--- src/rtl/core/lprd_pkg.sv ---
package lprd_pkg;

	localparam int HEADER_BYTES = 4;
	localparam int BYTE_W       = 8;
	localparam int WORD_W       = 32;
	localparam int KIND_W       = 2;
	localparam int HDR_POS_W    = $clog2(HEADER_BYTES);
	localparam int ASM_W        = (HEADER_BYTES - 1) * BYTE_W;

	typedef enum logic [KIND_W-1:0] {
		KIND_PAYLOAD       = 2'd0,
		KIND_EMPTY_WORD    = 2'd1,
		KIND_EMPTY_REQUEST = 2'd2
	} kind_t;

	typedef enum logic [2:0] {
		PH_COUNT   = 3'b001,
		PH_LENGTH  = 3'b010,
		PH_PAYLOAD = 3'b100
	} phase_t;

	typedef struct packed {
		logic              valid;
		logic [BYTE_W-1:0] data;
	} beat_t;

endpackage

--- src/rtl/core/lprd_in_if.sv ---
interface lprd_in_if;
	logic       valid;
	logic       ready;
	logic [7:0] in_byte;

	modport source (output valid, output in_byte, input ready);
	modport sink (input valid, input in_byte, output ready);
endinterface

--- src/rtl/core/lprd_out_if.sv ---
interface lprd_out_if;
	logic        valid;
	logic        ready;
	logic [1:0]  kind;
	logic [7:0]  data_byte;
	logic [31:0] word_index;
	logic        word_end;
	logic        request_end;

	modport source (
		output valid, output kind, output data_byte, output word_index,
		output word_end, output request_end, input ready
	);
	modport sink (
		input valid, input kind, input data_byte, input word_index,
		input word_end, input request_end, output ready
	);
endinterface

--- src/rtl/core/length_prefixed_request_deframer_top.sv ---
// Path: a byte accepted sits in the input register; its beat, if it gives one, moves on
// to the result register to be taken there; a result-side stall holds it in place.
// Throughput: one byte per cycle while the result side does not stall; header bytes give
// no beat, but for the last byte of a zero count or length, which gives an empty beat.
// Reset: arst_n clears the parse phase, header position, counters and both
// valid flags at once; the first byte after reset opens a word count.
module length_prefixed_request_deframer_top (
	input  logic       clk,
	input  logic       arst_n,
	lprd_in_if.sink    req,
	lprd_out_if.source res
);
	import lprd_pkg::*;

	beat_t beat_s1;
	logic  take;

	lprd_in_stage u_in_stage (
		.clk     (clk),
		.arst_n  (arst_n),
		.req     (req),
		.take    (take),
		.beat_s1 (beat_s1)
	);

	lprd_parser u_parser (
		.clk     (clk),
		.arst_n  (arst_n),
		.beat_s1 (beat_s1),
		.take    (take),
		.res     (res)
	);
endmodule

--- src/rtl/core/lprd_in_stage.sv ---
module lprd_in_stage (
	input  logic            clk,
	input  logic            arst_n,
	lprd_in_if.sink         req,
	input  logic            take,
	output lprd_pkg::beat_t beat_s1
);
	import lprd_pkg::*;

	logic              valid_s1;
	logic [BYTE_W-1:0] data_s1;

	assign req.ready = !valid_s1 || take;
	assign beat_s1   = '{valid: valid_s1, data: data_s1};

	always_ff @(posedge clk or negedge arst_n) begin
		if (!arst_n) begin
			valid_s1 <= 1'b0;
		end else if (req.ready) begin
			valid_s1 <= req.valid;
		end
	end

	always_ff @(posedge clk) begin
		if (req.ready && req.valid) begin
			data_s1 <= req.in_byte;
		end
	end
endmodule

--- src/rtl/core/lprd_parser.sv ---
module lprd_parser (
	input  logic            clk,
	input  logic            arst_n,
	input  lprd_pkg::beat_t beat_s1,
	output logic            take,
	lprd_out_if.source      res
);
	import lprd_pkg::*;

	phase_t               phase_q;
	logic [HDR_POS_W-1:0] hdr_pos_q;
	logic [ASM_W-1:0]     asm_q;
	logic [WORD_W-1:0]    words_q;
	logic [WORD_W-1:0]    remain_q;
	logic [WORD_W-1:0]    cur_word_q;

	logic              out_valid_q;
	kind_t             kind_q;
	logic [BYTE_W-1:0] data_q;
	logic [WORD_W-1:0] index_q;
	logic              wend_q;
	logic              rend_q;

	logic              hdr_done;
	logic [WORD_W-1:0] value;
	logic              last_word;
	logic              last_byte;
	logic              emit;
	kind_t             kind_d;
	logic [BYTE_W-1:0] data_d;
	logic [WORD_W-1:0] index_d;
	logic              wend_d;
	logic              rend_d;
	logic              finish;

	assign take      = beat_s1.valid && (!out_valid_q || res.ready);
	assign hdr_done  = (hdr_pos_q == HDR_POS_W'(HEADER_BYTES - 1));
	assign value     = {beat_s1.data, asm_q};
	assign last_word = (words_q == WORD_W'(1));
	assign last_byte = (remain_q == WORD_W'(1));

	always_comb begin
		emit    = 1'b0;
		kind_d  = KIND_PAYLOAD;
		data_d  = '0;
		index_d = cur_word_q;
		wend_d  = 1'b0;
		rend_d  = 1'b0;
		finish  = 1'b0;
		case (phase_q)
			PH_PAYLOAD: begin
				emit   = 1'b1;
				data_d = beat_s1.data;
				wend_d = last_byte;
				rend_d = last_byte && last_word;
				finish = last_byte;
			end
			PH_LENGTH: begin
				if (hdr_done && value == '0) begin
					emit   = 1'b1;
					kind_d = KIND_EMPTY_WORD;
					wend_d = 1'b1;
					rend_d = last_word;
					finish = 1'b1;
				end
			end
			default: begin
				if (hdr_done && value == '0) begin
					emit    = 1'b1;
					kind_d  = KIND_EMPTY_REQUEST;
					index_d = '0;
					rend_d  = 1'b1;
				end
			end
		endcase
	end

	always_ff @(posedge clk or negedge arst_n) begin
		if (!arst_n) begin
			phase_q     <= PH_COUNT;
			hdr_pos_q   <= '0;
			asm_q       <= '0;
			words_q     <= '0;
			remain_q    <= '0;
			cur_word_q  <= '0;
			out_valid_q <= 1'b0;
		end else begin
			if (take) begin
				out_valid_q <= emit;
			end else if (res.ready) begin
				out_valid_q <= 1'b0;
			end
			if (take) begin
				if (phase_q != PH_PAYLOAD) begin
					hdr_pos_q <= hdr_pos_q + 1'b1;
					for (int i = 0; i < HEADER_BYTES - 1; i++) begin
						if (hdr_pos_q == HDR_POS_W'(i)) begin
							asm_q[i*BYTE_W +: BYTE_W] <= beat_s1.data;
						end
					end
				end
				case (phase_q)
					PH_PAYLOAD: begin
						remain_q <= remain_q - 1'b1;
					end
					PH_LENGTH: begin
						if (hdr_done && value != '0) begin
							remain_q <= value;
							phase_q  <= PH_PAYLOAD;
						end
					end
					default: begin
						if (hdr_done) begin
							cur_word_q <= '0;
							words_q    <= value;
							phase_q    <= (value == '0) ? PH_COUNT : PH_LENGTH;
						end
					end
				endcase
				if (finish) begin
					words_q <= words_q - 1'b1;
					if (last_word) begin
						phase_q    <= PH_COUNT;
						cur_word_q <= '0;
					end else begin
						phase_q    <= PH_LENGTH;
						cur_word_q <= cur_word_q + 1'b1;
					end
				end
			end
		end
	end

	always_ff @(posedge clk) begin
		if (take && emit) begin
			kind_q  <= kind_d;
			data_q  <= data_d;
			index_q <= index_d;
			wend_q  <= wend_d;
			rend_q  <= rend_d;
		end
	end

	assign res.valid       = out_valid_q;
	assign res.kind        = kind_q;
	assign res.data_byte   = data_q;
	assign res.word_index  = index_q;
	assign res.word_end    = wend_q;
	assign res.request_end = rend_q;
endmodule
--- src/flat_wrapper.sv ---
// flat-port wrapper written by rule: the top's interface ports become plain ports
module length_prefixed_request_deframer_top_flat import lprd_pkg::*;
  (clk, arst_n, req_valid, req_in_byte, req_ready, res_valid, res_kind, res_data_byte, res_word_index, res_word_end, res_request_end, res_ready);
  lprd_in_if req_i ();
  lprd_out_if res_i ();
  input  logic clk;
  input  logic arst_n;
  input wire logic [$bits(req_i.valid)-1:0] req_valid;
  input wire logic [$bits(req_i.in_byte)-1:0] req_in_byte;
  output wire logic [$bits(req_i.ready)-1:0] req_ready;
  output wire logic [$bits(res_i.valid)-1:0] res_valid;
  output wire logic [$bits(res_i.kind)-1:0] res_kind;
  output wire logic [$bits(res_i.data_byte)-1:0] res_data_byte;
  output wire logic [$bits(res_i.word_index)-1:0] res_word_index;
  output wire logic [$bits(res_i.word_end)-1:0] res_word_end;
  output wire logic [$bits(res_i.request_end)-1:0] res_request_end;
  input wire logic [$bits(res_i.ready)-1:0] res_ready;
  assign req_i.valid = req_valid;
  assign req_i.in_byte = req_in_byte;
  assign req_ready = req_i.ready;
  assign res_valid = res_i.valid;
  assign res_kind = res_i.kind;
  assign res_data_byte = res_i.data_byte;
  assign res_word_index = res_i.word_index;
  assign res_word_end = res_i.word_end;
  assign res_request_end = res_i.request_end;
  assign res_i.ready = res_ready;
  length_prefixed_request_deframer_top u_core (.clk(clk), .arst_n(arst_n), .req(req_i), .res(res_i));
endmodule
--- config.mk ---
export PLATFORM = sky130hd
export DESIGN_NAME = length_prefixed_request_deframer_top_flat
export DESIGN_NICKNAME = d
export VERILOG_FILES = /design/src/rtl/core/lprd_pkg.sv /design/src/rtl/core/lprd_in_if.sv /design/src/rtl/core/lprd_out_if.sv /design/src/rtl/core/length_prefixed_request_deframer_top.sv /design/src/rtl/core/lprd_in_stage.sv /design/src/rtl/core/lprd_parser.sv /design/src/flat_wrapper.sv
export SDC_FILE = /design/constraint.sdc
export NUM_CORES = 1
export LEC_CHECK = 0
export BUFFER_PORTS_ARGS = -buffer_cell sky130_fd_sc_hd__clkbuf_2
export CAP_MARGIN = 5
export CORE_MARGIN = 1
export CORE_UTILIZATION = 50
export DETAILED_ROUTE_END_ITERATION = 16
export HOLD_SLACK_MARGIN = 0.03
export PLACE_DENSITY = 0.75
export SETUP_SLACK_MARGIN = 0.05
export SLEW_MARGIN = 0
export SYNTH_ARGS = -nofsm -noshare
export SYNTH_HDL_FRONTEND = slang
export SYNTH_SLANG_ARGS = --single-unit
--- constraint.sdc ---
create_clock -name clk -period 7 [get_ports clk]
set_input_delay 0.7 -clock clk [delete_from_list [all_inputs] [get_ports clk]]
set_output_delay 0.7 -clock clk [all_outputs]
set_load 0.005 [all_outputs]
==> impl_metrics.json, run 1 <==
{
  "power.internal_mw": 2.334,
  "grt_max_degree": 77,
  "cp.required_ns": 7.37,
  "seqPwrFrac": 0.469,
  "clk_latency_ns": 0.44,
  "firstDrtPassIters": 7,
  "syn_inst": 931,
  "gp_congestion": 0.8729,
  "grt_usage": 0.2523,
  "placed_cell_area_um2": 9568,
  "cts-root-buf": "clkbuf_16",
  "post-route-drc-count": 0,
  "avgSynthCellArea_um2": 9.773,
  "slew_headroom": 0.3307,
  "finalSetupViolCount": 0,
  "n_antenna_cell": 0,
  "synth_flop_cell": "dfrtp_1",
  "p_switching_mw": 1.358,
  "num-nets-final": 991,
  "die_w_um": 136.9,
  "placementRows": 48,
  "seq_area_frac_synth": 0.5210,
  "crit_arrival_ns": 3.87,
  "p_comb_frac": 0.270,
  "ir_drop_mv": 0.2390,
  "cts.sinks": 179,
  "maxCapViolations": 0,
  "cts_made_buffers": 17,
  "power_density_nw_per_um2": 363.5,
  "leakagePower_nw": 3.974,
  "viasPerCell": 6.187,
  "p_total_mw": 3.692,
  "seqCellArea_um2": 4741,
  "power_switching_share": 0.3678,
  "syn_nets": 952,
  "async_reset_ff_frac": 0.7095,
  "ys_types": 61,
  "syn_area_um2": 9099,
  "max_freq_ghz": 0.2853,
  "synth_edf_count": 52,
  "die-area_um2": 18740,
  "path_max_fanout": 46,
  "drv_slew": 0,
  "startpoint_type": "register",
  "clk_pin_slew_ns": 0.07,
  "wl_per_cell_um": 18.21,
  "core_um2": 17540,
  "tightest_slew_ns": 1.002,
  "end_kind": "register",
  "finalHoldViolCount": 0,
  "instances_no_fill": 1207,
  "area_growth_pct": 11.62,
  "globalRouteOverflowTotal": 0,
  "cts_buffer_depth": 2,
  "drtIter0Drc": 845,
  "cts.repair.resized": 0,
  "fin_crit_sh": 0.5007,
  "grt_pass1_vias": 6897,
  "postCtsSetupBuffers": 0,
  "status": "complete, no violations",
  "r2r_cells": 8,
  "antenna_found_initial": 0,
  "rsz0062_at_grt": "no",
  "skew_ns": 0.01339,
  "cts_tree": "built",
  "slowest_delay_ns": 0.59,
  "stdcell_area_um2": 10160,
  "hold_class": "in -> async",
  "dp_hpwl_um": 14680,
  "finalSetupTns_ns": 0,
  "pwr-share-clk": 0.261,
  "nFillCells": 1497,
  "final_layout_size_suffix_gt1_frac": 0.1436,
  "layout_common_cells": "dfrtp_1 (126), o21ai_0 (94), nor2_1 (84)",
  "io_buffers": 57,
  "dp_cells": 1176,
  "yosys_warnings": 0,
  "multiInputGateArea_um2": 4063,
  "drtAntennaViolNets": 0,
  "io_pins": 58,
  "grt_pass1_wl_um": 36350,
  "cts_htree_levels": 4,
  "worstPathCellList": "or4_4 > or4_1 > nor4_4 > a21o_1 > buf_4 > nand2b_1 > nor2_1 > a22o_1",
  "final_common_cell": "dfrtp_1",
  "routed_wl_um": 21990,
  "fin_crit_ns": 3.505,
  "routed-via-count": 7468,
  "initial_core_util": 0.5188,
  "worst-setup-path-type": "reg -> reg",
  "cts_hold_buf": 0,
  "synth-seq-cells": 179,
  "critical_path.slowest_cell": "or4_1",
  "dieHeight_um": 136.9
}
## worst max-delay path: cells and delay by family (launching register included)
family                 cells  cell delay (ns)
buffers and inverters      1             0.38
flip-flops                 1             0.39
AND/OR/NAND/NOR            5             2.33
AO/OA/AOI/OAI              2             0.31
## stage by stage
stage                     hold slack (ns)    util  setup slack, ns
after floorplan                    0.4044       -            2.933
after global placement             0.4712  0.5456            3.594
after detailed placement           0.4726  0.5456            3.533
after CTS                          0.4312  0.5791            3.512
after global routing               0.4279  0.5791            3.250
final                              0.4323  0.5791            3.495
## cell type report
cell class                 instances  area share
multi-input combinational        675      0.4000
sequential                       179      0.4668
tap                              225     0.02772
inverter                          28     0.01035
clock buffer                      19     0.04361
clock inverter                    12     0.01429
timing repair buffer              69     0.03721
## per-layer routing
layer | routed length, um | global-route usage | vias up
met5 | 0 | 0 | -
met4 | 663 | 0.09585 | 0
met3 | 1300 | 0.04704 | 53
met2 | 10350 | 0.3988 | 276
met1 | 9676 | 0.3449 | 3607
li1 | - | - | 3532
## registers in the layout, summed over array words and instances (netlist names)
register                         flops
u_core.u_parser.res.word_index      32
u_core.u_parser.cur_word_q          32
u_core.u_parser.res.valid            1
u_core.u_parser.res.word_end         1
u_core.u_parser.res.kind             2
u_core.u_parser.res.request_end      1
u_core.u_parser.res.data_byte        8
u_core.u_parser.remain_q            32
u_core.u_parser.words_q             32
u_core.u_parser.asm_q               24
u_core.u_in_stage.data_s1            8
u_core.u_parser.hdr_pos_q            2
u_core.u_parser.phase_q              3
u_core.u_in_stage.valid_s1           1
## power groups by stage
stage	registers, mW	logic (mW)	clock network (mW)
after floorplan	1.60	0.795	0
after global placement	1.73	0.957	0
after detailed placement	1.73	0.990	0
after CTS	1.72	0.993	0.974
after global routing	1.77	1.13	1.02
final	1.73	0.996	0.963
## path summary, 6_finish.rpt
kind / from / to / slack [ns]
setup / recovery: u_core.u_parser.remain_q[12] / u_core.u_parser.cur_word_q[20] / 3.49
hold / removal: arst_n / u_core.u_parser.remain_q[21] / 0.43
setup reg to reg: u_core.u_parser.remain_q[12] / u_core.u_parser.cur_word_q[20] / 3.49
hold reg to reg: u_core.u_parser.remain_q[22] / u_core.u_parser.remain_q[22] / 0.49
max in group asynchronous: arst_n / u_core.u_parser.cur_word_q[17] / 5.34
min in group clk: req_in_byte[5] / u_core.u_in_stage.data_s1[5] / 0.43
## cells by family after synthesis
family | share of synthesized area
flops | 0.5210
fa+ha+maj | 0.01238
mux | 0.03190
simple gates | 0.2098
xor+xnor | 0.0009628
compound gates | 0.1888
buf+inv | 0.03507
## cells in the mapped netlist (3+ instances only)
cell type	count	area, um2
dfrtp_1	126	3153
o21ai_0	94	470.5
nor2_1	84	315.3
a21oi_1	73	365.4
nand2_1	57	214.0
edfxtp_1	52	1562
and2_1	40	250.2
clkbuf_1	38	142.6
nor3_1	38	190.2
nor4_1	32	200.2
inv_1	28	105.1
nand3_1	25	125.1
mux2_2	24	270.3
a22oi_1	19	142.6
or3_1	17	106.4
o2bb2ai_1	14	122.6
o31ai_1	14	105.1
o22a_1	12	105.1
a31oi_1	11	68.82
nand4_1	11	68.82
ha_1	9	112.6
or4_1	9	67.56
o21a_1	8	60.06
nand2b_1	7	43.79
nor3b_1	7	52.55
a21o_1	6	45.04
and3_1	6	37.54
o22ai_1	6	37.54
buf_2	5	25.02
o31a_1	5	43.79
a22o_1	4	35.03
nor2b_1	4	25.02
nor4b_1	4	35.03
buf_6	3	33.78
o211ai_1	3	22.52
Note: power is estimated with default switching activity, not from simulation.
==> run 2, diff against run 1 <==
--- a/config.mk
+++ b/config.mk
@@ -11,7 +11,7 @@
 export CORE_UTILIZATION = 50
 export DETAILED_ROUTE_END_ITERATION = 16
 export HOLD_SLACK_MARGIN = 0.03
-export PLACE_DENSITY = 0.75
+export PLACE_DENSITY = 0.77
 export SETUP_SLACK_MARGIN = 0.05
 export SLEW_MARGIN = 0
 export SYNTH_ARGS = -nofsm -noshare
==> constraint.sdc (replaced) <==
create_clock -name clk -period 3 [get_ports clk]
set_input_delay 0.3 -clock clk [delete_from_list [all_inputs] [get_ports clk]]
set_output_delay 0.3 -clock clk [all_outputs]
set_load 0.005 [all_outputs]
==> run 2 against run 1 <==
Non-clock buffer count grew 56; wire length grew 11%; first-iteration DRC count grew 3.2%; critical path type unchanged; largest cell class unchanged.
==> impl_metrics.json, run 2 (synthesis gave the netlist of run 1 again) <==
{
  "status": "complete, no violations",
  "startpoint_type": "register",
  "clk_pin_slew_ns": 0.07,
  "drv_slew": 0,
  "drtAntennaViolNets": 0,
  "finalSetupViolCount": 0,
  "dp_slack_ns": 0.0003892,
  "p_switching_mw": 3.428,
  "wl_met1_um": 10280,
  "post-route-drc-count": 0,
  "ir_drop_mv": 0.5644,
  "final_common_cell": "dfrtp_1",
  "cts_buffer_depth": 2,
  "viasPerCell": 6.369,
  "top_layer": "met4",
  "n_antenna_cell": 0,
  "io_buffers": 57,
  "clk_latency_ns": 0.44,
  "wl_per_cell_um": 19.22,
  "wl_met3_um": 1744,
  "timing.final.ws_setup_ns": 0.05702,
  "end_kind": "register",
  "fin_crit_ns": 2.943,
  "placementRows": 48,
  "io_pins": 58,
  "grt_usage": 0.2661,
  "firstDrtPassIters": 5,
  "tightest_slew_ns": 0.8958,
  "dieHeight_um": 136.9,
  "worst-setup-path-type": "reg -> reg",
  "leakagePower_nw": 4.353,
  "num-nets-final": 1047,
  "gp_congestion": 0.9678,
  "skew_ns": 0.007363,
  "fin_util": 0.6194,
  "cts.sinks": 179,
  "dp_cells": 1221,
  "initial_core_util": 0.5188,
  "finalHoldViolCount": 0,
  "hold_class": "in -> reg",
  "power_density_nw_per_um2": 832.6,
  "grt_pass1_vias": 7375,
  "maxCapViolations": 0,
  "cts_htree_levels": 4,
  "final_layout_size_suffix_gt1_frac": 0.2050,
  "p_total_mw": 9.044,
  "rsz0062_at_grt": "yes",
  "cp.required_ns": 3.33,
  "grt_max_degree": 55,
  "slew_headroom": 0.4028,
  "seqPwrFrac": 0.438,
  "max_freq_ghz": 0.3398,
  "cts_made_buffers": 17,
  "wl_met2_um": 11390,
  "cts-root-buf": "clkbuf_16",
  "routed-via-count": 8051,
  "crit_arrival_ns": 3.27,
  "routed_wl_um": 24300,
  "layout_common_cells": "dfrtp_1 (126), o21ai_0 (91), nor2_1 (83)",
  "instances_no_fill": 1264,
  "p_comb_frac": 0.314,
  "path_max_fanout": 5,
  "die-area_um2": 18740,
  "power.internal_mw": 5.616,
  "dp_hpwl_um": 15570,
  "drtIter0Drc": 872,
  "cts_tree": "built",
  "antenna_found_initial": 0,
  "fin_crit_sh": 0.9810,
  "area_growth_pct": 19.39,
  "pwr-share-clk": 0.248,
  "power_switching_share": 0.3790,
  "grt_pass1_wl_um": 38240,
  "core_um2": 17540,
  "globalRouteOverflowTotal": 0,
  "die_w_um": 136.9,
  "finalSetupTns_ns": 0
}
run 2: changes by cell type in the layout (fill, tap and decap cells not counted), sizes merged:
cell,delta
bufinv,-1
clkinv,+2
clkbuf,+1
buf,+50
dlygate4sd3,+3
inv,+2
run 2: area by class of cell:
cell class                 count  area, um2
inverter                      28      105.1
tap                          225      281.5
fill                        1412       6674
timing repair buffer         125      982.2
multi-input combinational    675       4165
clock buffer                  17      425.4
sequential                   179       4741
clock inverter                15      162.7
run 2: stage by stage:
stage                     area (um2)  hold slack [ns]
after detailed placement       10010           0.4087
after CTS                      10650          0.03203
after floorplan                 9110         0.004409
after global placement         10010           0.4041
after global routing           10860          0.03506
final                          10860          0.03459
run 2: critical path: stages, from the launching register on:
cell and delay, ns:
dfrtp_1 0.39, or4_4 0.55, or4_4 0.49, or4_4 0.58
a21boi_4 0.20, buf_12 0.18, buf_8 0.12, o21a_1 0.16
o22a_1 0.15
run 2: worst paths after layout:
kind	start	to	slack (ns)	depth (start not counted)
max in group asynchronous	arst_n	u_core.u_parser.phase_q[0]	1.70	3
worst min-delay path	req_in_byte[3]	u_core.u_in_stage.data_s1[3]	0.03	1
worst min register to register	u_core.u_parser.remain_q[22]	u_core.u_parser.remain_q[22]	0.49	1
worst max-delay path	u_core.u_parser.remain_q[12]	u_core.u_parser.words_q[30]	0.06	8
worst max register to register	u_core.u_parser.remain_q[12]	u_core.u_parser.words_q[30]	0.06	8
min in group asynchronous	arst_n	u_core.u_parser.remain_q[24]	0.47	2
run 2: metal layers:
metal,vias to the layer above,global-route usage
li1,3662,-
met3,73,0.04000
met2,432,0.4264
met1,3884,0.3593
met4,0,0.1148
met5,-,0
run 2: power groups by stage:
| stage | clock [mW] | combinational, mW | sequential [mW] |
|---|---|---|---|
| 2_1_floorplan | 0 | 1.86 | 3.74 |
| 5_1_grt | 2.38 | 3.14 | 4.03 |
| 3_5_place_dp | 0 | 2.68 | 3.95 |
| 3_3_place_gp | 0 | 2.60 | 3.93 |
| 6_report | 2.25 | 2.84 | 3.96 |
| 4_1_cts | 2.26 | 2.74 | 3.91 |
run 2: repair_timing:
action	4_1_cts	5_1_grt
endpoints found under the setup margin	14	47
buffers inserted	0	5
endpoints found under the hold margin	54	0
gates cloned	0	3
hold buffers	3	0
gates resized for setup	5	22
pin swaps	0	7
